--- src/hsv2rgb_pkg.sv ---
package hsv2rgb_pkg;

   // Fraction bits of saturation and brightness (1.0 = 1 << FRAC_BITS)
   localparam int FRAC_BITS     = 12;
   // Fraction bits of the hue angle in degrees
   localparam int HUE_FRAC_BITS = 6;

   localparam int HUE_W  = HUE_FRAC_BITS + 9;
   localparam int SV_W   = FRAC_BITS + 1;
   localparam int SECTOR_W = 60 << HUE_FRAC_BITS;
   localparam int D_W    = $clog2(SECTOR_W + 1);
   localparam int T_W    = $clog2(2 * SECTOR_W);
   localparam int CH_W   = 2 * FRAC_BITS + 1;
   localparam int NUM_W  = 2 * FRAC_BITS + $clog2(SECTOR_W + 1);
   // 255 / SECTOR_W reduces to 17 / 2^(HUE_FRAC_BITS + 2)
   localparam int SCL_W  = NUM_W + 5;
   localparam int SHIFT  = 2 * FRAC_BITS + HUE_FRAC_BITS + 2;
   localparam int MAX_K  = ((1 << HUE_W) - 1) / SECTOR_W;
   localparam int K_W    = $clog2(MAX_K + 1);

   // Sector codes: which channel gets chroma, x and zero
   localparam logic [2:0] SEC_CX0 = 3'd0;
   localparam logic [2:0] SEC_XC0 = 3'd1;
   localparam logic [2:0] SEC_0CX = 3'd2;
   localparam logic [2:0] SEC_0XC = 3'd3;
   localparam logic [2:0] SEC_X0C = 3'd4;
   localparam logic [2:0] SEC_C0X = 3'd5;

   // Classified item passed from front to back
   typedef struct packed {
      logic [2:0]      sector;
      logic [D_W-1:0]  delta;
      logic [SV_W-1:0] sat;
      logic [SV_W-1:0] bri;
   } item_type;

endpackage

--- src/hsv2rgb_front.sv ---
module hsv2rgb_front import hsv2rgb_pkg::*; (
   input  logic              clock,
   input  logic              reset,
   input  logic              in_valid,
   output logic              in_ready,
   input  logic [HUE_W-1:0]  in_hue,
   input  logic [SV_W-1:0]   in_sat,
   input  logic [SV_W-1:0]   in_bri,
   output logic              out_valid,
   input  logic              out_ready,
   output item_type          out_item
);

   localparam logic [SV_W-1:0] ONE = SV_W'(1 << FRAC_BITS);

   logic       valid_ff, valid_in;
   item_type   item_ff, item_in;
   logic [K_W-1:0]   k;
   logic [K_W-1:0]   k_even;
   logic [T_W-1:0]   t;
   logic [HUE_W-1:0] base;

   // Raw sector index: highest multiple of the sector width not above hue
   always_comb begin
      k = '0;
      for (int j = 1; j <= MAX_K; j++) begin
         if (in_hue >= HUE_W'(j * SECTOR_W)) k = K_W'(j);
      end
   end

   // Position inside the 120-degree period and distance from its middle
   always_comb begin
      k_even = {k[K_W-1:1], 1'b0};
      base   = HUE_W'(k_even * SECTOR_W);
      t      = T_W'(in_hue - base);
      item_in.delta  = (t >= T_W'(SECTOR_W)) ? D_W'(t - T_W'(SECTOR_W))
                                             : D_W'(T_W'(SECTOR_W) - t);
      item_in.sector = (k > K_W'(5)) ? SEC_C0X : k[2:0];
      item_in.sat    = (in_sat > ONE) ? ONE : in_sat;
      item_in.bri    = (in_bri > ONE) ? ONE : in_bri;
   end

   assign in_ready = !valid_ff || out_ready;

   always_comb begin
      valid_in = valid_ff;
      if (in_ready) valid_in = in_valid;
   end

   always_ff @(posedge clock) begin
      if (reset) begin
         valid_ff <= 1'b0;
      end else begin
         valid_ff <= valid_in;
      end
   end

   always_ff @(posedge clock) begin
      if (in_ready && in_valid) begin
         item_ff <= item_in;
      end
   end

   assign out_valid = valid_ff;
   assign out_item  = item_ff;

endmodule

--- src/hsv2rgb_queue.sv ---
module hsv2rgb_queue import hsv2rgb_pkg::*; (
   input  logic     clock,
   input  logic     reset,
   input  logic     push_valid,
   output logic     push_ready,
   input  item_type push_item,
   output logic     pop_valid,
   input  logic     pop_ready,
   output item_type pop_item
);

   item_type   mem [2];
   logic       wr_ptr_ff, wr_ptr_in;
   logic       rd_ptr_ff, rd_ptr_in;
   logic [1:0] count_ff, count_in;
   logic       push, pop;

   assign push_ready = (count_ff != 2'd2);
   assign pop_valid  = (count_ff != 2'd0);
   assign pop_item   = mem[rd_ptr_ff];
   assign push       = push_valid && push_ready;
   assign pop        = pop_valid && pop_ready;

   // Pointer and fill count update
   always_comb begin
      wr_ptr_in = push ? !wr_ptr_ff : wr_ptr_ff;
      rd_ptr_in = pop  ? !rd_ptr_ff : rd_ptr_ff;
      count_in  = count_ff;
      if (push && !pop) count_in = count_ff + 2'd1;
      if (pop && !push) count_in = count_ff - 2'd1;
   end

   always_ff @(posedge clock) begin
      if (reset) begin
         wr_ptr_ff <= 1'b0;
         rd_ptr_ff <= 1'b0;
         count_ff  <= 2'd0;
      end else begin
         wr_ptr_ff <= wr_ptr_in;
         rd_ptr_ff <= rd_ptr_in;
         count_ff  <= count_in;
      end
   end

   always_ff @(posedge clock) begin
      if (push) begin
         mem[wr_ptr_ff] <= push_item;
      end
   end

endmodule

--- src/hsv2rgb_back.sv ---
module hsv2rgb_back import hsv2rgb_pkg::*; (
   input  logic        clock,
   input  logic        reset,
   input  logic        in_valid,
   output logic        in_ready,
   input  item_type    in_item,
   output logic        out_valid,
   input  logic        out_ready,
   output logic [7:0]  out_red,
   output logic [7:0]  out_green,
   output logic [7:0]  out_blue
);

   localparam logic [SCL_W-1:0] HALF = SCL_W'(1) << (SHIFT - 1);

   // Scale a numerator by 255 / (2^(2F) * W), round half up, saturate
   function automatic logic [7:0] to_byte(input logic [NUM_W-1:0] num);
      logic [SCL_W-1:0] scaled;
      logic [SCL_W-1:0] q;
      scaled = (SCL_W'(num) << 4) + SCL_W'(num) + HALF;
      q      = scaled >> SHIFT;
      to_byte = (q > SCL_W'(255)) ? 8'd255 : q[7:0];
   endfunction

   logic adv;

   // Stage 1: chroma
   logic                v1_ff;
   logic [2:0]          sec1_ff;
   logic [D_W-1:0]      d1_ff;
   logic [SV_W-1:0]     v_1_ff;
   logic [CH_W-1:0]     chr1_ff, chr1_in;
   logic [2*SV_W-1:0]   vs_prod;

   // Stage 2: chroma times distance
   logic                v2_ff;
   logic [2:0]          sec2_ff;
   logic [CH_W-1:0]     vfull2_ff, vfull2_in;
   logic [CH_W-1:0]     chr2_ff;
   logic [NUM_W-1:0]    prod2_ff, prod2_in;
   logic [CH_W+D_W-1:0] cd_prod;

   // Stage 3: channel numerators
   logic                v3_ff;
   logic [2:0]          sec3_ff;
   logic [NUM_W-1:0]    numc3_ff, numc3_in;
   logic [NUM_W-1:0]    numz3_ff, numz3_in;
   logic [NUM_W-1:0]    numx3_ff, numx3_in;

   // Output register
   logic                vo_ff;
   logic [7:0]          red_ff, red_in;
   logic [7:0]          green_ff, green_in;
   logic [7:0]          blue_ff, blue_in;
   logic [7:0]          c_byte, z_byte, x_byte;

   // Whole back pipeline moves when the output slot is free or taken
   assign adv      = !vo_ff || out_ready;
   assign in_ready = adv;

   assign vs_prod  = in_item.bri * in_item.sat;
   assign chr1_in  = vs_prod[CH_W-1:0];

   assign cd_prod   = chr1_ff * d1_ff;
   assign prod2_in  = cd_prod[NUM_W-1:0];
   assign vfull2_in = CH_W'(v_1_ff) << FRAC_BITS;

   assign numc3_in = NUM_W'(vfull2_ff) * NUM_W'(SECTOR_W);
   assign numz3_in = NUM_W'(vfull2_ff - chr2_ff) * NUM_W'(SECTOR_W);
   assign numx3_in = numc3_in - prod2_ff;

   // Channel bytes and sector mapping
   always_comb begin
      c_byte = to_byte(numc3_ff);
      z_byte = to_byte(numz3_ff);
      x_byte = to_byte(numx3_ff);
      case (sec3_ff)
         SEC_CX0: begin red_in = c_byte; green_in = x_byte; blue_in = z_byte; end
         SEC_XC0: begin red_in = x_byte; green_in = c_byte; blue_in = z_byte; end
         SEC_0CX: begin red_in = z_byte; green_in = c_byte; blue_in = x_byte; end
         SEC_0XC: begin red_in = z_byte; green_in = x_byte; blue_in = c_byte; end
         SEC_X0C: begin red_in = x_byte; green_in = z_byte; blue_in = c_byte; end
         default: begin red_in = c_byte; green_in = z_byte; blue_in = x_byte; end
      endcase
   end

   // Valid bits
   always_ff @(posedge clock) begin
      if (reset) begin
         v1_ff <= 1'b0;
         v2_ff <= 1'b0;
         v3_ff <= 1'b0;
         vo_ff <= 1'b0;
      end else if (adv) begin
         v1_ff <= in_valid;
         v2_ff <= v1_ff;
         v3_ff <= v2_ff;
         vo_ff <= v3_ff;
      end
   end

   // Payload
   always_ff @(posedge clock) begin
      if (adv) begin
         sec1_ff   <= in_item.sector;
         d1_ff     <= in_item.delta;
         v_1_ff    <= in_item.bri;
         chr1_ff   <= chr1_in;
         sec2_ff   <= sec1_ff;
         vfull2_ff <= vfull2_in;
         chr2_ff   <= chr1_ff;
         prod2_ff  <= prod2_in;
         sec3_ff   <= sec2_ff;
         numc3_ff  <= numc3_in;
         numz3_ff  <= numz3_in;
         numx3_ff  <= numx3_in;
         red_ff    <= red_in;
         green_ff  <= green_in;
         blue_ff   <= blue_in;
      end
   end

   assign out_valid = vo_ff;
   assign out_red   = red_ff;
   assign out_green = green_ff;
   assign out_blue  = blue_ff;

endmodule

--- src/hsv_to_rgb_converter_top.sv ---
// HSV to 8-bit RGB pixel converter. Takes one pixel per clock and returns one
// RGB pixel per clock while the result side keeps rsp_tready high; results come
// out in input order (the front register loads at the accepting edge, then come
// queue, three arithmetic stages and output register). The rate is set by the
// back pipeline, which advances whenever its output register is empty or taken.
// Hue is in 1/64 degree, saturation and brightness in 1/4096 (values above
// 1.0 clamp to 1.0, hue of 360 degrees or more uses the last sector).
module hsv_to_rgb_converter_top import hsv2rgb_pkg::*; (
   input  logic        clock,
   input  logic        reset,
   input  logic        req_tvalid,
   output logic        req_tready,
   input  logic [47:0] req_tdata,   // hue[14:0], saturation[27:15], brightness[40:28], zero
   output logic        rsp_tvalid,
   input  logic        rsp_tready,
   output logic [23:0] rsp_tdata    // red[7:0], green[15:8], blue[23:16]
);

   logic     f_valid, f_ready;
   item_type f_item;
   logic     q_valid, q_ready;
   item_type q_item;
   logic [7:0] red, green, blue;

   // Front: clamp and sector classification
   hsv2rgb_front u_front (
      .clock     (clock),
      .reset     (reset),
      .in_valid  (req_tvalid),
      .in_ready  (req_tready),
      .in_hue    (req_tdata[HUE_W-1:0]),
      .in_sat    (req_tdata[HUE_W+SV_W-1:HUE_W]),
      .in_bri    (req_tdata[HUE_W+2*SV_W-1:HUE_W+SV_W]),
      .out_valid (f_valid),
      .out_ready (f_ready),
      .out_item  (f_item)
   );

   // Decoupling queue
   hsv2rgb_queue u_queue (
      .clock      (clock),
      .reset      (reset),
      .push_valid (f_valid),
      .push_ready (f_ready),
      .push_item  (f_item),
      .pop_valid  (q_valid),
      .pop_ready  (q_ready),
      .pop_item   (q_item)
   );

   // Back: arithmetic and channel mapping
   hsv2rgb_back u_back (
      .clock     (clock),
      .reset     (reset),
      .in_valid  (q_valid),
      .in_ready  (q_ready),
      .in_item   (q_item),
      .out_valid (rsp_tvalid),
      .out_ready (rsp_tready),
      .out_red   (red),
      .out_green (green),
      .out_blue  (blue)
   );

   assign rsp_tdata = {blue, green, red};

endmodule
--- config.mk ---
export PLATFORM = sky130hd
export DESIGN_NAME = hsv_to_rgb_converter_top
export DESIGN_NICKNAME = d
export VERILOG_FILES = /design/src/hsv2rgb_pkg.sv /design/src/hsv2rgb_front.sv /design/src/hsv2rgb_queue.sv /design/src/hsv2rgb_back.sv /design/src/hsv_to_rgb_converter_top.sv
export SDC_FILE = /design/constraint.sdc
export NUM_CORES = 2
export LEC_CHECK = 0
export BUFFER_PORTS_ARGS = -buffer_cell sky130_fd_sc_hd__buf_2
export CAP_MARGIN = 15
export CORE_ASPECT_RATIO = 0.75
export CORE_MARGIN = 1
export CORE_UTILIZATION = 55
export DETAILED_ROUTE_END_ITERATION = 7
export PLACE_DENSITY = 0.81
export SYNTH_ARGS = -nofsm -noshare
export SYNTH_HDL_FRONTEND = slang
export SYNTH_SLANG_ARGS = --single-unit
--- constraint.sdc ---
create_clock -name clock -period 20.5 [get_ports clock]
set_input_delay 0 -clock clock [delete_from_list [all_inputs] [get_ports clock]]
set_output_delay 0 -clock clock [all_outputs]
set_load 0.01 [all_outputs]
==> results.py <==
metrics = {
    "placed_design": {
        "place_hpwl_um": 56590,
        "port_buffers": 70,
        "gp_congestion": 0.8990,
    },
    "final_layout": {
        "area_growth_pct": 8.870,
        "drive_above_1_share": 0.05714,
        "layout_common_cells": "595 x inv_1, 421 x fa_1, 386 x nand2_1, 360 x edfxtp_1, 355 x ha_1",
        "nets": 4337,
        "layout_commonest_cell": "inv_1",
    },
    "worst_hold_path": {
        "hold_path_class": "in2reg",
        "holdPathStages": 4,
    },
    "routing": {
        "final_antenna_net_count": 0,
        "drc_errors": 0,
        "maxUsedRoutingLayer": "met5",
        "met2RoutedLength_um": 33210,
        "drt_wl_total_um": 76810,
        "wl_per_cell_um": 17.46,
        "num_vias": 24398,
        "drt-met1-wl_um": 33710,
        "viasPerCell": 5.546,
        "drtIter0Drc": 1559,
        "met3_length_um": 7560,
        "firstDrtPassIters": 5,
    },
    "sta": {
        "fmax_mhz": 133.0,
        "final.setup.tns_ns": 0,
        "hold_viol": 0,
        "finalCritPeriodShare": 0.3668,
        "slew_headroom": 0.1548,
        "finClkSkew_ns": 0.02618,
        "slew_viol_final": 0,
        "setup_violations": 0,
        "rsz0062_at_grt": "no",
        "worstMarginPinSlew_ns": 1.232,
        "period_minus_slack_ns": 7.520,
    },
    "logic_synthesis": {
        "yosysWarnings": 0,
        "synthCells": 3403,
        "avgSynthCellArea_um2": 10.51,
        "netlist_area_um2": 35770,
        "yosys_register_bits": 370,
        "ys_seq_area_frac": 0.3078,
        "synth_edf_count": 360,
        "yosysUniqueCellTypes": 86,
        "synth_nets": 4231,
        "synth_flop_cell": "edfxtp_1",
        "async_flop_share": 0,
    },
    "clock_network": {
        "cts_root_buf": "clkbuf_16",
        "clk_pin_slew_ns": 0.07,
        "cts_tree": "yes",
        "postCtsResizedCells": 0,
        "cts_made_buffers": 38,
        "clock_sinks": 370,
        "postCtsSetupBuffers": 0,
        "ctsHoldBuffers": 71,
        "clock_path_buffers": 3,
        "clkLatencyLatePin_ns": 0.57,
        "htree_levels": 2,
    },
    "setup_path": {
        "end_kind": "flop",
        "worstSetupPathType": "reg2reg",
        "worst_path_max_delay_cell": "mux2i_1",
        "cp_common_cell": "fa_1",
        "critPathRequiredTime_ns": 20.82,
        "crit_fanout": 48,
        "slowest_delay_ns": 0.72,
        "r2r_cells": 20,
        "crit_arrival_ns": 7.84,
        "crit_chain": "buf_4 > mux2i_1 > clkinv_1 > nand2_1 > fa_1 > fa_1 > inv_1 > fa_1 > fa_1 > inv_1 > fa_1 > inv_1 > ha_1 > nand2_1 > o311a_1 > a2111oi_2 > nor3_1 > o41ai_1 > a21oi_1 > xnor2_1",
        "setup.worst_path.start_class": "flop",
        "r2r_setup_slack_ns": 12.98,
    },
    "global_routing": {
        "gr-total-overflow": 0,
        "antenna_found_initial": 5,
        "grt_max_degree": 104,
        "grt_pass1_vias": 24965,
        "grt_util_all_layers": 0.2402,
        "grt_pass1_wl_um": 126700,
    },
    "outcome": {
        "status": "finished, final reports clean",
    },
    "die": {
        "dieArea_um2": 66080,
        "die_h_um": 222.9,
        "start_util": 0.5593,
        "ioPinCount": 78,
        "rows": 80,
        "dieWidth_um": 296.5,
        "core_um2": 63960,
    },
    "run": {
        "drv_cap": 0,
    },
}
## synthesized netlist by cell type, drive strengths merged, types with 5 or more instances
cell type	instances	area (um^2)
buf	6	23.77
inv	596	2237
o21bai	11	86.33
nor2	174	653.1
o31a	5	45.04
dfxtp	10	200.2
and3	15	93.84
o221ai	5	43.79
mux2	28	315.3
o21ai	71	359.1
xor2	54	473.0
nand2	386	1449
mux2i	35	350.3
o21a	19	142.6
nand2b	15	93.84
edfxtp	360	10810
nor4	11	87.59
nand3	33	165.2
ha	355	4442
fa	421	8428
o31ai	6	63.81
a211o	5	43.79
a2111oi	8	88.83
a21boi	16	120.1
o22ai	5	31.28
a31oi	11	68.82
a21o	51	382.9
a211oi	21	157.7
xnor2	117	1025
clkinv	8	30.03
a21oi	140	711.9
a31o	5	43.79
a221oi	5	50.04
clkbuf	81	306.5
nand4	12	75.07
o211ai	10	75.07
or2	6	37.54
or3	23	143.9
nor2b	45	281.5
and2	113	706.9
nor3	42	210.2
## routing by layer
| layer | up-vias | GRT usage |
|---|---|---|
| met2 | 1031 | 0.3632 |
| met5 | - | 0 |
| met1 | 11792 | 0.3406 |
| met3 | 162 | 0.06137 |
| li1 | 11405 | - |
| met4 | 8 | 0.07333 |
## metrics by stage
step	cells	utilization	hold WS, ns	instance area (um^2)	setup slack, ns
after floorplan	3403	-	0.09887	35770	13.28
after global placement	4257	0.5779	0.2145	36970	13.17
after detailed placement	4257	0.5779	0.2136	36970	13.12
after CTS	4394	0.6084	0.03045	38910	13.13
after global routing	4396	0.6088	0.08805	38940	12.68
final	4399	0.6089	0.09437	38950	12.98
## worst max-delay path: cells and delay by family, from the launching register on
kind / cells / cell delay (ns)
adder cells (fa/ha/maj): 6 / 2.92
AO/OA/AOI/OAI: 4 / 1.35
XOR/XNOR: 1 / 0.14
AND/OR/NAND/NOR: 3 / 0.46
flip-flops: 1 / 0.31
multiplexers: 1 / 0.72
buffers and inverters: 5 / 1.32
## state kept, by name (all words and copies together), names as in the netlist, 8 cells and up, named ones only
signal and count:
u_back.chr2_ff 25, u_back.numc3_ff 16, u_queue.mem 82, u_front.out_item 41, u_back.vfull2_ff 13, u_back.chr1_ff 25, u_back.out_red 8, u_back.out_blue 8
u_back.v_1_ff 13, u_back.prod2_ff 36, u_back.d1_ff 12, u_back.numx3_ff 36, u_back.out_green 8, u_back.numz3_ff 28
## kinds of logic (layout without fill, tap and decap cells)
kind of cell,after synthesis,in the layout,share of synthesized area
simple gates,896,896,0.1168
fa+ha+maj,778,778,0.3603
buf+inv,691,823,0.07261
compound gates,433,433,0.08142
flops,370,370,0.3078
xor+xnor,172,172,0.04249
mux,63,63,0.01861
other cells,0,3,0
## layout make-up
type	instances	area, um^2
fill	4901	25010
multi-input combinational	2342	22180
sequential	370	11010
inverter	604	2275
timing repair buffer	153	1164
tap	861	1077
clock buffer	45	1041
clock inverter	21	195.2
antenna	3	7.507
## path summary, 6_finish.rpt
check               startpoint                   end
max                       flop    u_back.chr1_ff[23]
min              req_tdata[10]  u_front.out_item[39]
max reg2reg               flop    u_back.chr1_ff[23]
min reg2reg  u_back.sec2_ff[2]     u_back.sec3_ff[2]
Power is left out: the tool's default activity adds up to more than one toggle a clock period on the data nets, which glitch-free logic cannot reach.
